File: src/design/fcr_pkg.sv
package fcr_pkg;

  localparam int MAX_PAYLOAD = 16;
  localparam int CNT_W       = $clog2(MAX_PAYLOAD + 1);
  localparam int IDX_W       = $clog2(MAX_PAYLOAD);
  localparam logic [7:0] MAX_LEN = 8'(MAX_PAYLOAD);

  localparam logic [7:0] CRC_POLY = 8'h8C;
  localparam logic [7:0] CRC_INIT = 8'h00;

  typedef enum logic [2:0] {
    PH_WAIT,
    PH_ID,
    PH_CMD,
    PH_LEN,
    PH_PAY,
    PH_CRC,
    PH_END
  } phase_e;

  typedef enum logic [2:0] {
    EV_NONE     = 3'd0,
    EV_SPEED    = 3'd1,
    EV_GAINS    = 3'd2,
    EV_STATUS   = 3'd3,
    EV_SETTINGS = 3'd4
  } event_e;

  typedef enum logic [1:0] {
    RPL_NONE = 2'd0,
    RPL_ACK  = 2'd1,
    RPL_NACK = 2'd2
  } reply_e;

  typedef enum logic [1:0] {
    RSN_BAD_CRC = 2'd0,
    RSN_BAD_LEN = 2'd1,
    RSN_BAD_CMD = 2'd2
  } reason_e;

  typedef enum logic [7:0] {
    CFG_START_BYTE    = 8'd0,
    CFG_END_BYTE      = 8'd1,
    CFG_OWN_ADDRESS   = 8'd2,
    CFG_GAP_TIMEOUT   = 8'd3,
    CFG_CODE_SPEED    = 8'd4,
    CFG_CODE_GAINS    = 8'd5,
    CFG_CODE_STATUS   = 8'd6,
    CFG_CODE_SETTINGS = 8'd7
  } cfg_idx_e;

  typedef struct packed {
    logic [7:0]  rx_byte;
    logic        time_present;
    logic [31:0] now_ms;
  } in_t;

  typedef struct packed {
    logic [2:0]  event_code;
    logic [1:0]  reply_kind;
    logic [1:0]  nack_reason;
    logic [31:0] speed_bits;
    logic [31:0] gain_p_bits;
    logic [31:0] gain_i_bits;
    logic [31:0] gain_d_bits;
    logic [31:0] gap_timeouts;
  } out_t;

  typedef struct packed {
    logic [7:0]  start_byte;
    logic [7:0]  end_byte;
    logic [7:0]  own_address;
    logic [31:0] gap_timeout_ms;
    logic [7:0]  code_set_speed;
    logic [7:0]  code_set_gains;
    logic [7:0]  code_req_status;
    logic [7:0]  code_req_settings;
  } cfg_t;

  // One classified byte on its way to the back end
  typedef struct packed {
    logic [2:0]  event_code;
    logic [1:0]  reply_kind;
    logic [1:0]  nack_reason;
    logic        upd_speed;
    logic        upd_gains;
    logic [31:0] word0;
    logic [31:0] word1;
    logic [31:0] word2;
    logic [31:0] gap_timeouts;
  } disp_t;

  // Reflected CRC-8, one byte, LSB first
  function automatic logic [7:0] crc8_step(input logic [7:0] crc_in, input logic [7:0] data);
    logic [7:0] crc;
    logic       fb;
    crc = crc_in;
    for (int k = 0; k < 8; k++) begin
      fb  = crc[0] ^ data[k];
      crc = {1'b0, crc[7:1]};
      if (fb) begin
        crc = crc ^ CRC_POLY;
      end
    end
    return crc;
  endfunction

endpackage

File: src/design/framed_command_receiver_crc8.sv
// Channel   Signals                                 Word
// input     in_valid_i / in_ready_o / in_data_i     one received byte (in_t)
// output    out_valid_o / out_ready_i / out_data_o  one result per byte (out_t)
// config    cfg_valid_i / cfg_ready_o / cfg_addr_i  register index and cfg_data_i
//
// One byte a cycle while the queue has room: the front end parses, checks
// the gap and updates the CRC in the cycle it takes the byte; the back end
// stores the words and registers the result when it pops the record.
// A two-entry queue between the two halves lets either side stall on its own.
// Reset is asynchronous and active low; the config port is always ready.
module framed_command_receiver_crc8
  import fcr_pkg::*;
(
  input  logic        clk_i,
  input  logic        rst_ni,
  input  logic        in_valid_i,
  output logic        in_ready_o,
  input  in_t         in_data_i,
  output logic        out_valid_o,
  input  logic        out_ready_i,
  output out_t        out_data_o,
  input  logic        cfg_valid_i,
  output logic        cfg_ready_o,
  input  logic [7:0]  cfg_addr_i,
  input  logic [31:0] cfg_data_i
);

  cfg_t  cfg;
  logic  push_valid, push_ready;
  disp_t push_data;
  logic  pop_valid, pop_ready;
  disp_t pop_data;

  fcr_cfg u_cfg (
    .clk_i       (clk_i),
    .rst_ni      (rst_ni),
    .cfg_valid_i (cfg_valid_i),
    .cfg_ready_o (cfg_ready_o),
    .cfg_addr_i  (cfg_addr_i),
    .cfg_data_i  (cfg_data_i),
    .cfg_o       (cfg)
  );

  fcr_front u_front (
    .clk_i        (clk_i),
    .rst_ni       (rst_ni),
    .cfg_i        (cfg),
    .in_valid_i   (in_valid_i),
    .in_ready_o   (in_ready_o),
    .in_data_i    (in_data_i),
    .push_valid_o (push_valid),
    .push_ready_i (push_ready),
    .push_data_o  (push_data)
  );

  fcr_fifo u_fifo (
    .clk_i        (clk_i),
    .rst_ni       (rst_ni),
    .push_valid_i (push_valid),
    .push_ready_o (push_ready),
    .push_data_i  (push_data),
    .pop_valid_o  (pop_valid),
    .pop_ready_i  (pop_ready),
    .pop_data_o   (pop_data)
  );

  fcr_back u_back (
    .clk_i       (clk_i),
    .rst_ni      (rst_ni),
    .pop_valid_i (pop_valid),
    .pop_ready_o (pop_ready),
    .pop_data_i  (pop_data),
    .out_valid_o (out_valid_o),
    .out_ready_i (out_ready_i),
    .out_data_o  (out_data_o)
  );

endmodule

File: src/design/fcr_cfg.sv
module fcr_cfg
  import fcr_pkg::*;
(
  input  logic        clk_i,
  input  logic        rst_ni,
  input  logic        cfg_valid_i,
  output logic        cfg_ready_o,
  input  logic [7:0]  cfg_addr_i,
  input  logic [31:0] cfg_data_i,
  output cfg_t        cfg_o
);

  cfg_t cfg_q, cfg_d;

  assign cfg_ready_o = 1'b1;
  assign cfg_o       = cfg_q;

  always_comb begin
    cfg_d = cfg_q;
    if (cfg_valid_i) begin
      case (cfg_addr_i)
        CFG_START_BYTE:    cfg_d.start_byte        = cfg_data_i[7:0];
        CFG_END_BYTE:      cfg_d.end_byte          = cfg_data_i[7:0];
        CFG_OWN_ADDRESS:   cfg_d.own_address       = cfg_data_i[7:0];
        CFG_GAP_TIMEOUT:   cfg_d.gap_timeout_ms    = cfg_data_i;
        CFG_CODE_SPEED:    cfg_d.code_set_speed    = cfg_data_i[7:0];
        CFG_CODE_GAINS:    cfg_d.code_set_gains    = cfg_data_i[7:0];
        CFG_CODE_STATUS:   cfg_d.code_req_status   = cfg_data_i[7:0];
        CFG_CODE_SETTINGS: cfg_d.code_req_settings = cfg_data_i[7:0];
        default: ;  // drop writes beyond the register list
      endcase
    end
  end

  always_ff @(posedge clk_i or negedge rst_ni) begin
    if (!rst_ni) begin
      cfg_q.start_byte        <= 8'd2;
      cfg_q.end_byte          <= 8'd3;
      cfg_q.own_address       <= 8'd1;
      cfg_q.gap_timeout_ms    <= 32'd50;
      cfg_q.code_set_speed    <= 8'd1;
      cfg_q.code_set_gains    <= 8'd2;
      cfg_q.code_req_status   <= 8'd3;
      cfg_q.code_req_settings <= 8'd4;
    end else begin
      cfg_q <= cfg_d;
    end
  end

endmodule

File: src/design/fcr_front.sv
module fcr_front
  import fcr_pkg::*;
(
  input  logic  clk_i,
  input  logic  rst_ni,
  input  cfg_t  cfg_i,
  input  logic  in_valid_i,
  output logic  in_ready_o,
  input  in_t   in_data_i,
  output logic  push_valid_o,
  input  logic  push_ready_i,
  output disp_t push_data_o
);

  phase_e      phase_q, phase_d, phase_cur;
  logic [31:0] last_q;
  logic [31:0] tout_q;
  logic [7:0]  cmd_q;
  logic [7:0]  len_q;
  logic [CNT_W-1:0] cnt_q, cnt_inc;
  logic [7:0]  crc_q, crc_next;
  logic [7:0]  fcrc_q;
  logic [7:0]  store_q [MAX_PAYLOAD];

  logic        in_fire;
  logic        timed_out;
  logic        room;
  logic [7:0]  b;
  logic [31:0] gap;

  assign in_fire      = in_valid_i && push_ready_i;
  assign in_ready_o   = push_ready_i;
  assign push_valid_o = in_valid_i;
  assign b            = in_data_i.rx_byte;
  assign gap          = in_data_i.now_ms - last_q;
  assign timed_out    = in_data_i.time_present && (phase_q != PH_WAIT)
                        && (gap > cfg_i.gap_timeout_ms);
  assign phase_cur    = timed_out ? PH_WAIT : phase_q;
  assign room         = cnt_q < CNT_W'(MAX_PAYLOAD);
  assign cnt_inc      = cnt_q + CNT_W'(room);
  assign crc_next     = crc8_step((phase_cur == PH_ID) ? CRC_INIT : crc_q, b);

  // Next state
  always_comb begin
    case (phase_cur)
      PH_WAIT: phase_d = (b == cfg_i.start_byte) ? PH_ID : PH_WAIT;
      PH_ID:   phase_d = (b == cfg_i.own_address) ? PH_CMD : PH_WAIT;
      PH_CMD:  phase_d = PH_LEN;
      PH_LEN: begin
        if (b > MAX_LEN) begin
          phase_d = PH_WAIT;
        end else begin
          phase_d = (b != 8'd0) ? PH_PAY : PH_CRC;
        end
      end
      PH_PAY:  phase_d = (8'(cnt_inc) >= len_q) ? PH_CRC : PH_PAY;
      PH_CRC:  phase_d = PH_END;
      PH_END:  phase_d = PH_WAIT;
      default: phase_d = PH_WAIT;
    endcase
  end

  // Classify the word and build the dispatch record
  always_comb begin
    push_data_o.event_code   = EV_NONE;
    push_data_o.reply_kind   = RPL_NONE;
    push_data_o.nack_reason  = RSN_BAD_CRC;
    push_data_o.upd_speed    = 1'b0;
    push_data_o.upd_gains    = 1'b0;
    push_data_o.word0        = {store_q[3], store_q[2], store_q[1], store_q[0]};
    push_data_o.word1        = {store_q[7], store_q[6], store_q[5], store_q[4]};
    push_data_o.word2        = {store_q[11], store_q[10], store_q[9], store_q[8]};
    push_data_o.gap_timeouts = tout_q + 32'(timed_out);
    if (phase_cur == PH_END && b == cfg_i.end_byte) begin
      if (crc_q != fcrc_q) begin
        push_data_o.reply_kind  = RPL_NACK;
        push_data_o.nack_reason = RSN_BAD_CRC;
      end else if (cmd_q == cfg_i.code_set_speed) begin
        if (len_q == 8'd4) begin
          push_data_o.upd_speed  = 1'b1;
          push_data_o.reply_kind = RPL_ACK;
          push_data_o.event_code = EV_SPEED;
        end else begin
          push_data_o.reply_kind  = RPL_NACK;
          push_data_o.nack_reason = RSN_BAD_LEN;
        end
      end else if (cmd_q == cfg_i.code_set_gains) begin
        if (len_q == 8'd12) begin
          push_data_o.upd_gains  = 1'b1;
          push_data_o.reply_kind = RPL_ACK;
          push_data_o.event_code = EV_GAINS;
        end else begin
          push_data_o.reply_kind  = RPL_NACK;
          push_data_o.nack_reason = RSN_BAD_LEN;
        end
      end else if (cmd_q == cfg_i.code_req_status) begin
        if (len_q == 8'd0) begin
          push_data_o.event_code = EV_STATUS;
        end else begin
          push_data_o.reply_kind  = RPL_NACK;
          push_data_o.nack_reason = RSN_BAD_LEN;
        end
      end else if (cmd_q == cfg_i.code_req_settings) begin
        if (len_q == 8'd0) begin
          push_data_o.event_code = EV_SETTINGS;
        end else begin
          push_data_o.reply_kind  = RPL_NACK;
          push_data_o.nack_reason = RSN_BAD_LEN;
        end
      end else begin
        push_data_o.reply_kind  = RPL_NACK;
        push_data_o.nack_reason = RSN_BAD_CMD;
      end
    end
  end

  always_ff @(posedge clk_i or negedge rst_ni) begin
    if (!rst_ni) begin
      phase_q <= PH_WAIT;
      last_q  <= '0;
      tout_q  <= '0;
      cmd_q   <= '0;
      len_q   <= '0;
      cnt_q   <= '0;
      crc_q   <= CRC_INIT;
      fcrc_q  <= '0;
    end else if (in_fire) begin
      phase_q <= phase_d;
      if (in_data_i.time_present) begin
        last_q <= in_data_i.now_ms;
      end
      if (timed_out) begin
        tout_q <= tout_q + 32'd1;
      end
      case (phase_cur)
        PH_ID:  crc_q <= crc_next;
        PH_CMD: begin
          cmd_q <= b;
          crc_q <= crc_next;
        end
        PH_LEN: begin
          len_q <= b;
          cnt_q <= '0;
          crc_q <= crc_next;
        end
        PH_PAY: begin
          cnt_q <= cnt_inc;
          crc_q <= crc_next;
        end
        PH_CRC: fcrc_q <= b;
        default: ;
      endcase
    end
  end

  // Payload bytes; only entries written in the current frame are ever used
  always_ff @(posedge clk_i) begin
    if (in_fire && phase_cur == PH_PAY && room) begin
      store_q[cnt_q[IDX_W-1:0]] <= b;
    end
  end

endmodule

File: src/design/fcr_fifo.sv
module fcr_fifo
  import fcr_pkg::*;
(
  input  logic  clk_i,
  input  logic  rst_ni,
  input  logic  push_valid_i,
  output logic  push_ready_o,
  input  disp_t push_data_i,
  output logic  pop_valid_o,
  input  logic  pop_ready_i,
  output disp_t pop_data_o
);

  disp_t      entry_q [2];
  logic       wr_ptr_q, rd_ptr_q;
  logic [1:0] cnt_q;
  logic       push, pop;

  assign push_ready_o = cnt_q != 2'd2;
  assign pop_valid_o  = cnt_q != 2'd0;
  assign pop_data_o   = entry_q[rd_ptr_q];
  assign push         = push_valid_i && push_ready_o;
  assign pop          = pop_valid_o && pop_ready_i;

  always_ff @(posedge clk_i or negedge rst_ni) begin
    if (!rst_ni) begin
      wr_ptr_q <= 1'b0;
      rd_ptr_q <= 1'b0;
      cnt_q    <= '0;
    end else begin
      if (push) begin
        wr_ptr_q <= ~wr_ptr_q;
      end
      if (pop) begin
        rd_ptr_q <= ~rd_ptr_q;
      end
      cnt_q <= cnt_q + 2'(push) - 2'(pop);
    end
  end

  always_ff @(posedge clk_i) begin
    if (push) begin
      entry_q[wr_ptr_q] <= push_data_i;
    end
  end

endmodule

File: src/design/fcr_back.sv
module fcr_back
  import fcr_pkg::*;
(
  input  logic  clk_i,
  input  logic  rst_ni,
  input  logic  pop_valid_i,
  output logic  pop_ready_o,
  input  disp_t pop_data_i,
  output logic  out_valid_o,
  input  logic  out_ready_i,
  output out_t  out_data_o
);

  logic        out_valid_q;
  out_t        out_q;
  logic [31:0] speed_q, speed_d;
  logic [31:0] gp_q, gp_d, gi_q, gi_d, gd_q, gd_d;
  logic        pop;

  assign pop_ready_o = !out_valid_q || out_ready_i;
  assign pop         = pop_valid_i && pop_ready_o;
  assign out_valid_o = out_valid_q;
  assign out_data_o  = out_q;

  // Apply the stored-word updates carried by the record
  always_comb begin
    speed_d = pop_data_i.upd_speed ? pop_data_i.word0 : speed_q;
    gp_d    = pop_data_i.upd_gains ? pop_data_i.word0 : gp_q;
    gi_d    = pop_data_i.upd_gains ? pop_data_i.word1 : gi_q;
    gd_d    = pop_data_i.upd_gains ? pop_data_i.word2 : gd_q;
  end

  always_ff @(posedge clk_i or negedge rst_ni) begin
    if (!rst_ni) begin
      out_valid_q <= 1'b0;
      speed_q     <= '0;
      gp_q        <= '0;
      gi_q        <= '0;
      gd_q        <= '0;
    end else begin
      if (pop) begin
        out_valid_q <= 1'b1;
        speed_q     <= speed_d;
        gp_q        <= gp_d;
        gi_q        <= gi_d;
        gd_q        <= gd_d;
      end else if (out_ready_i) begin
        out_valid_q <= 1'b0;
      end
    end
  end

  always_ff @(posedge clk_i) begin
    if (pop) begin
      out_q.event_code   <= pop_data_i.event_code;
      out_q.reply_kind   <= pop_data_i.reply_kind;
      out_q.nack_reason  <= pop_data_i.nack_reason;
      out_q.speed_bits   <= speed_d;
      out_q.gain_p_bits  <= gp_d;
      out_q.gain_i_bits  <= gi_d;
      out_q.gain_d_bits  <= gd_d;
      out_q.gap_timeouts <= pop_data_i.gap_timeouts;
    end
  end

endmodule

File: config.mk
export PLATFORM = sky130hd
export DESIGN_NAME = framed_command_receiver_crc8
export DESIGN_NICKNAME = d
export VERILOG_FILES = /design/src/design/fcr_pkg.sv /design/src/design/framed_command_receiver_crc8.sv /design/src/design/fcr_cfg.sv /design/src/design/fcr_front.sv /design/src/design/fcr_fifo.sv /design/src/design/fcr_back.sv
export SDC_FILE = /design/constraint.sdc
export NUM_CORES = 1
export LEC_CHECK = 0
export BUFFER_PORTS_ARGS = -buffer_cell sky130_fd_sc_hd__buf_2
export CAP_MARGIN = 20
export CORE_MARGIN = 1
export CORE_UTILIZATION = 65
export CTS_CLUSTER_SIZE = 40
export DETAILED_ROUTE_END_ITERATION = 10
export PLACE_DENSITY_LB_ADDON = 0.15
export SYNTH_ARGS = -nofsm -noshare
export SYNTH_HDL_FRONTEND = slang
export SYNTH_HIERARCHICAL = 1
export SYNTH_SLANG_ARGS = --single-unit
File: constraint.sdc
create_clock -name clk_i -period 10.4 [get_ports clk_i]
set_input_delay 1.56 -clock clk_i [delete_from_list [all_inputs] [get_ports clk_i]]
set_output_delay 1.56 -clock clk_i [all_outputs]
set_load 0.01 [all_outputs]
* Word-level counts from Yosys, hierarchy flattened
Memories as Yosys holds them, arrays and structs flattened.
Index checks and enable logic that the tools add are counted.
** Storage, ports and cells
- Flip-flop bits (word level) :: 492
- Bits in writable memories :: 402
- Input port bits :: 86
- Output and inout port bits :: 170
- Word-level logic and storage cells :: 169
- Memories :: 2
** Operators by class
- Add/sub/neg operators :: 6
- $lt $le $gt $ge :: 4
- Equality and inequality tests :: 24
- Mux-type cells :: 50
- Bitwise logic cells :: 18
- Reduce and logical (&&, ||, !) cells :: 33
** Memory list
- u_fifo.entry_q :: depth 2, width 137, rd ports 1, clocked after memory_dff 0, wr ports 1, line fcr_fifo.sv:14 : disp_t entry_q [2];
- u_front.store_q :: depth 16, width 8, rd ports 12, clocked after memory_dff 0, wr ports 1, line fcr_front.sv:23 : logic [7:0] store_q [MAX_PAYLOAD];
** Operator list (number)
- 32-bit two-way mux :: 4
- 8-bit two-way mux :: 9
- 8-bit equality test :: 7
- 8-bit by 3-bit equality test with 1-bit output, second input constant :: 5
- 32-bit by 1-bit adder with 32-bit output :: 1
- 32-bit by 1-bit adder with 32-bit output, second input constant :: 1
- 32-bit greater-than comparator :: 1
- 32-bit subtractor :: 1
- 2-bit AND reduction :: 15
- 2-bit NOT with 3-bit output :: 8
- 7-bit two-way mux :: 3
- 3-bit one-hot mux with 6 select lines :: 1
- 1-bit two-way mux :: 17
- 8-bit by 2-bit equality test with 1-bit output, second input constant :: 2
- 8-bit zero test :: 2
- 3-bit two-way mux :: 5
- 2-bit two-way mux :: 6
- 4-bit two-way mux :: 3
- 5-bit one-hot mux with 2 select lines :: 1
- 3-bit equality test, second input constant :: 3
- 9-bit two-way mux :: 1
- 8-bit by 1-bit equality test with 1-bit output, second input constant :: 1
- 8-bit by 4-bit equality test with 1-bit output, second input constant :: 1
- 5-bit by 8-bit greater-or-equal comparator with 1-bit output :: 1
- 19 further kinds :: 36

* Longest topological paths before layout
- Depth in word-level cells :: 22
- Gate-level depth with buffers :: 27
- Mapped depth without buffers :: 26

* Hierarchy
The synthesis kept the hierarchy.
** Modules (own cells, without submodules)
- fcr_front :: instances 1, cells an instance 1083, area an instance 11691.2 sq um, sequential area each 5485.3 sq um
- fcr_back :: instances 1, cells an instance 587, area an instance 11552.3 sq um, sequential area each 8242.9 sq um
- fcr_fifo :: instances 1, cells an instance 443, area an instance 10132.2 sq um, sequential area each 8328.0 sq um
- fcr_cfg :: instances 1, cells an instance 197, area an instance 3530.9 sq um, sequential area each 2217.1 sq um

* Worst setup path after synthesis
OpenSTA, ideal clock, no wires.
- Path kind :: in2reg
- Start :: input port in_valid_i
- End :: memory u_fifo/entry_q[0][0] in the netlist's numbering, enable pin
- Setup time :: 0.635 ns
- Data arrival time :: 7.431 ns
- Data required time :: 9.765 ns
- Path slack :: 2.334 ns
- Stages :: 3
- Path buffers :: 1
- Cells stage by stage :: buf_4 -> nand2_1 -> nor2_1
** Between the ends
- Word-level cells in the longest chain between the ends :: 3
** RTL lines
- start: declaration :: line framed_command_receiver_crc8.sv:16 : input logic in_valid_i,
- 1-bit logical AND :: line fcr_fifo.sv:22 : assign push = push_valid_i && push_ready_o;
- 1-bit two-way mux :: line fcr_fifo.sv:42 : if (push) begin
- 1-bit two-way mux (not written as such) :: line fcr_fifo.sv:43 : entry_q[wr_ptr_q] <= push_data_i;
- end: declaration :: line fcr_fifo.sv:14
No other way between the ends.

==> impl_metrics.py <==
metrics = {
    "synthesis": {
        "synth_top_area_frac": 0.4369,
        "ys.flop_type": "edfxtp_1",
        "synth_warnings": 6,
        "yosys.area.top_type": "edfxtp_1",
        "synth_edf_count": 537,
        "ys_seq_elements": 862,
        "syn-instance-count": 2310,
        "netlist_area_um2": 36910,
        "yosysSeqAreaShare": 0.6577,
        "synth.avg_cell_area_um2": 15.98,
        "yosys.cell_types.count": 80,
        "ys_top_cells_by_area": "edfxtp_1 44%, dfrtp_1 21%, mux2_2 14%, mux2_4 2.8%, ha_1 2.5%",
        "synth_most_common_cell": "edfxtp_1",
        "syn_nets": 2472,
        "netlist_top_cells_count": "537 x edfxtp_1, 467 x mux2_2, 313 x dfrtp_1, 94 x xnor2_1, 94 x xor2_1",
        "async_flop_share": 0.3770,
    },
    "clock_network": {
        "clock_path_buffers": 3,
        "cts-resized-gates": 0,
        "cts.sinks": 862,
        "hold_buffers": 0,
        "cts_tree": "done",
        "cts_setup_buffers": 0,
        "path_clk_slew_ps": 60,
        "cts_max_level": 3,
        "cts_buffers": 84,
        "clock_latency_ps": 620,
        "root_buffer": "clkbuf_16",
    },
    "die": {
        "io_pins": 256,
        "dieHeight_um": 240.3,
        "die_w_um": 240.3,
        "initial_core_util": 0.6634,
        "num_rows": 86,
        "fp.coreArea_um2": 55630,
        "dieArea_um2": 57740,
    },
    "global_route": {
        "antenna_found_initial": 2,
        "grt_max_degree": 178,
        "grt_pass1_wl_um": 112300,
        "grt_pass1_vias": 20200,
        "grt_util_met1": 0.3432,
        "busiest_layer": "met2",
        "grt-ovfl-total": 0,
        "grt_use_met3": 0.03823,
        "grt_usage": 0.2558,
        "grt_use_met2": 0.4326,
    },
    "finish": {
        "fillers": 3374,
        "layout-drive-gt1-share": 0.3768,
        "register_area_um2": 24280,
        "nNetsFinal": 2745,
        "syn_to_final_growth_pct": 12.61,
        "multiInputGateArea_um2": 11750,
    },
    "routing": {
        "drtIter0Drc": 1192,
        "ant_nets": 0,
        "drc": 0,
        "finalWirelength_um": 72480,
        "avgViaCountPerCell": 5.793,
        "dr.pass1.iters": 5,
        "vias": 19710,
        "wire_per_inst_um": 21.30,
    },
    "pwr": {
        "netSwitchingFraction": 0.3097,
        "vdd_drop_max_mv": 0.1902,
        "p_per_area_nw_per_um2": 298.0,
        "leakage_nw": 16.70,
        "p_sw_mw": 3.836,
        "seqPwrFrac": 0.435,
        "pwr-share-clk": 0.244,
        "p_comb_frac": 0.321,
        "internal-power_mw": 8.549,
    },
    "worst_setup_path": {
        "cpPeakStageDelay_ps": 580,
        "cp_num_cells": 27,
        "crit_family": "compound AO/OA/AOI/OAI gates",
        "worstSetupEndpointType": "flip-flop",
        "rrSetupSlack_ps": 3250,
        "start_kind": "input pin",
        "crit_start": "in_data_i[0]",
        "cpMaxStageDelayCell": "nor3_1",
        "r2r-start": "u_front/last_q[0]",
        "critPathArrivalTime_ps": 8260,
        "crit_fanout": 13,
        "cp.required_ps": 10750,
        "path_buf_inv": 4,
        "r2r_cells": 25,
        "crit_type": "in -> reg",
        "cp_common_cell": "ha_1",
    },
    "hold_path": {
        "min_path_type": "reg -> reg",
        "holdCritStartpoint": "u_front/store_q[1][0]",
        "hold_depth": 0,
    },
    "place": {
        "dp.final_hpwl_um": 45100,
        "gp_congestion": 0.8584,
        "dp_slack_ps": 1996,
        "portBuffers": 254,
    },
    "timing": {
        "rsz0062_at_grt": "no",
        "setup-violations-final": 0,
        "max_freq_mhz": 126.5,
        "slew_headroom": 0.2564,
        "tns_ps": 0,
        "skew_ps": 13.90,
        "drv_slew": 0,
        "worstMarginPinSlew_ps": 1115,
        "hold_viol_final": 0,
        "period_minus_slack_ps": 7905,
        "period_share": 0.7601,
        "fin_ws_ps": 2495,
    },
    "outcome": {
        "status": "finished, final reports clean",
    },
    "job": {
        "cap_viol_max_count": 0,
    },
}
## worst reg2reg max path, cell delays in order (launching register included)
cell,delay (ps)
dfrtp_1,350
ha_1,170
inv_1,60
fa_1,420
a211o_1,280
o211ai_1,120
a21oi_1,170
a211oi_1,470
o22ai_1,180
a311o_1,420
a41oi_1,340
o21ai_0,170
xnor2_1,160
ha_1,310
nand4_2,140
nor4_4,350
nand4_1,200
a41oi_2,250
o21ai_4,140
inv_2,230
ha_1,230
nand3_1,290
or3_1,490
nor3_1,580
nand4_1,200
xnor2_1,180
## cells in the final DEF (no fill, tap or decap), types with 9 or more instances in the layout
cell type / count
edfxtp_1: 537
mux2_2: 466
dfrtp_1: 312
buf_2: 253
xnor2_1: 94
xor2_1: 94
clkbuf_16: 86
inv_1: 83
ha_1: 75
nor2_1: 72
mux2_4: 71
nand2_1: 63
a21oi_1: 41
nand3_1: 37
o21ai_0: 34
nor3_1: 26
nand4_1: 21
nor2b_1: 17
clkbuf_1: 16
buf_4: 16
nor4_1: 14
clkinv_2: 12
nand2b_1: 12
dfstp_2: 12
a21o_1: 12
clkbuf_8: 10
clkinv_1: 9
clkinvlp_4: 9
and3_1: 9
## routing by layer
| layer | part of all wire | up-vias |
|---|---|---|
| met5 | 0.00018 | - |
| met4 | 0.027 | 2 |
| met3 | 0.039 | 131 |
| met2 | 0.51 | 470 |
| met1 | 0.43 | 10070 |
| li1 | - | 9035 |
## flip-flops by register name, indices dropped and copies added, names as in the netlist, 8 cells and up
name	flops
u_front/crc_q	8
u_front/store_q	96
u_front/fcrc_q	8
u_cfg/cfg_o	88
u_back/gp_q	32
u_front/len_q	8
u_back/speed_q	32
u_back/gd_q	32
u_back/gi_q	32
u_front/tout_q	32
u_fifo/entry_q	274
u_back/out_data_o	167
u_front/cmd_q	8
u_front/last_q	32
## power by group through the flow
stage          clock network (mW)  logic (mW)  registers (mW)
3_3_place_gp                    0        3.83            5.39
2_1_floorplan                   0        2.86            5.49
3_5_place_dp                    0        3.93            5.45
4_1_cts                      3.08        3.98            5.40
6_report                     3.03        3.97            5.39
5_1_grt                      3.21        4.33            5.49
## through the flow
| stage | power [mW] | utilization | area [um2] | hold slack (ps) | std cells |
|---|---|---|---|---|---|
| 2_1_floorplan | 8.352 | - | 36910 | 421.5 | 2310 |
| 3_3_place_gp | 9.220 | 0.6957 | 38700 | 421.7 | 3242 |
| 3_5_place_dp | 9.376 | 0.6957 | 38700 | 429.6 | 3242 |
| 4_1_cts | 12.46 | 0.7459 | 41490 | 443.4 | 3399 |
| 5_1_grt | 13.03 | 0.7471 | 41560 | 451.4 | 3402 |
| 6_report | 12.38 | 0.7471 | 41560 | 443.4 | 3403 |
## final timing paths
check | endpoint
min | u_fifo/entry_q[0][104]
max reg2reg | u_fifo/entry_q[0][17]
max in group asynchronous | u_front/last_q[22]
min reg2reg | u_fifo/entry_q[0][104]
max | u_fifo/entry_q[0][17]
min in group asynchronous | u_back/gi_q[13]
## layout make-up
class,count,area share
Tap cell,748,0.02252
Multi-Input combinational cell,1277,0.2828
Antenna cell,1,0.00006021
Clock inverter,45,0.01057
Clock buffer,112,0.05654
Inverter,84,0.007586
Sequential cell,862,0.5841
Timing Repair Buffer,274,0.03582
## cells by family after synthesis
| family | Yosys count | share of synthesized area |
|---|---|---|
| fa+ha+maj | 76 | 0.02597 |
| compound gates | 143 | 0.02536 |
| flops | 862 | 0.6577 |
| mux | 539 | 0.1715 |
| buf+inv | 171 | 0.02468 |
| other cells | 1 | 0.0001016 |
| simple gates | 330 | 0.05004 |
| xor+xnor | 188 | 0.04461 |
(Power assumes the default switching activity.)
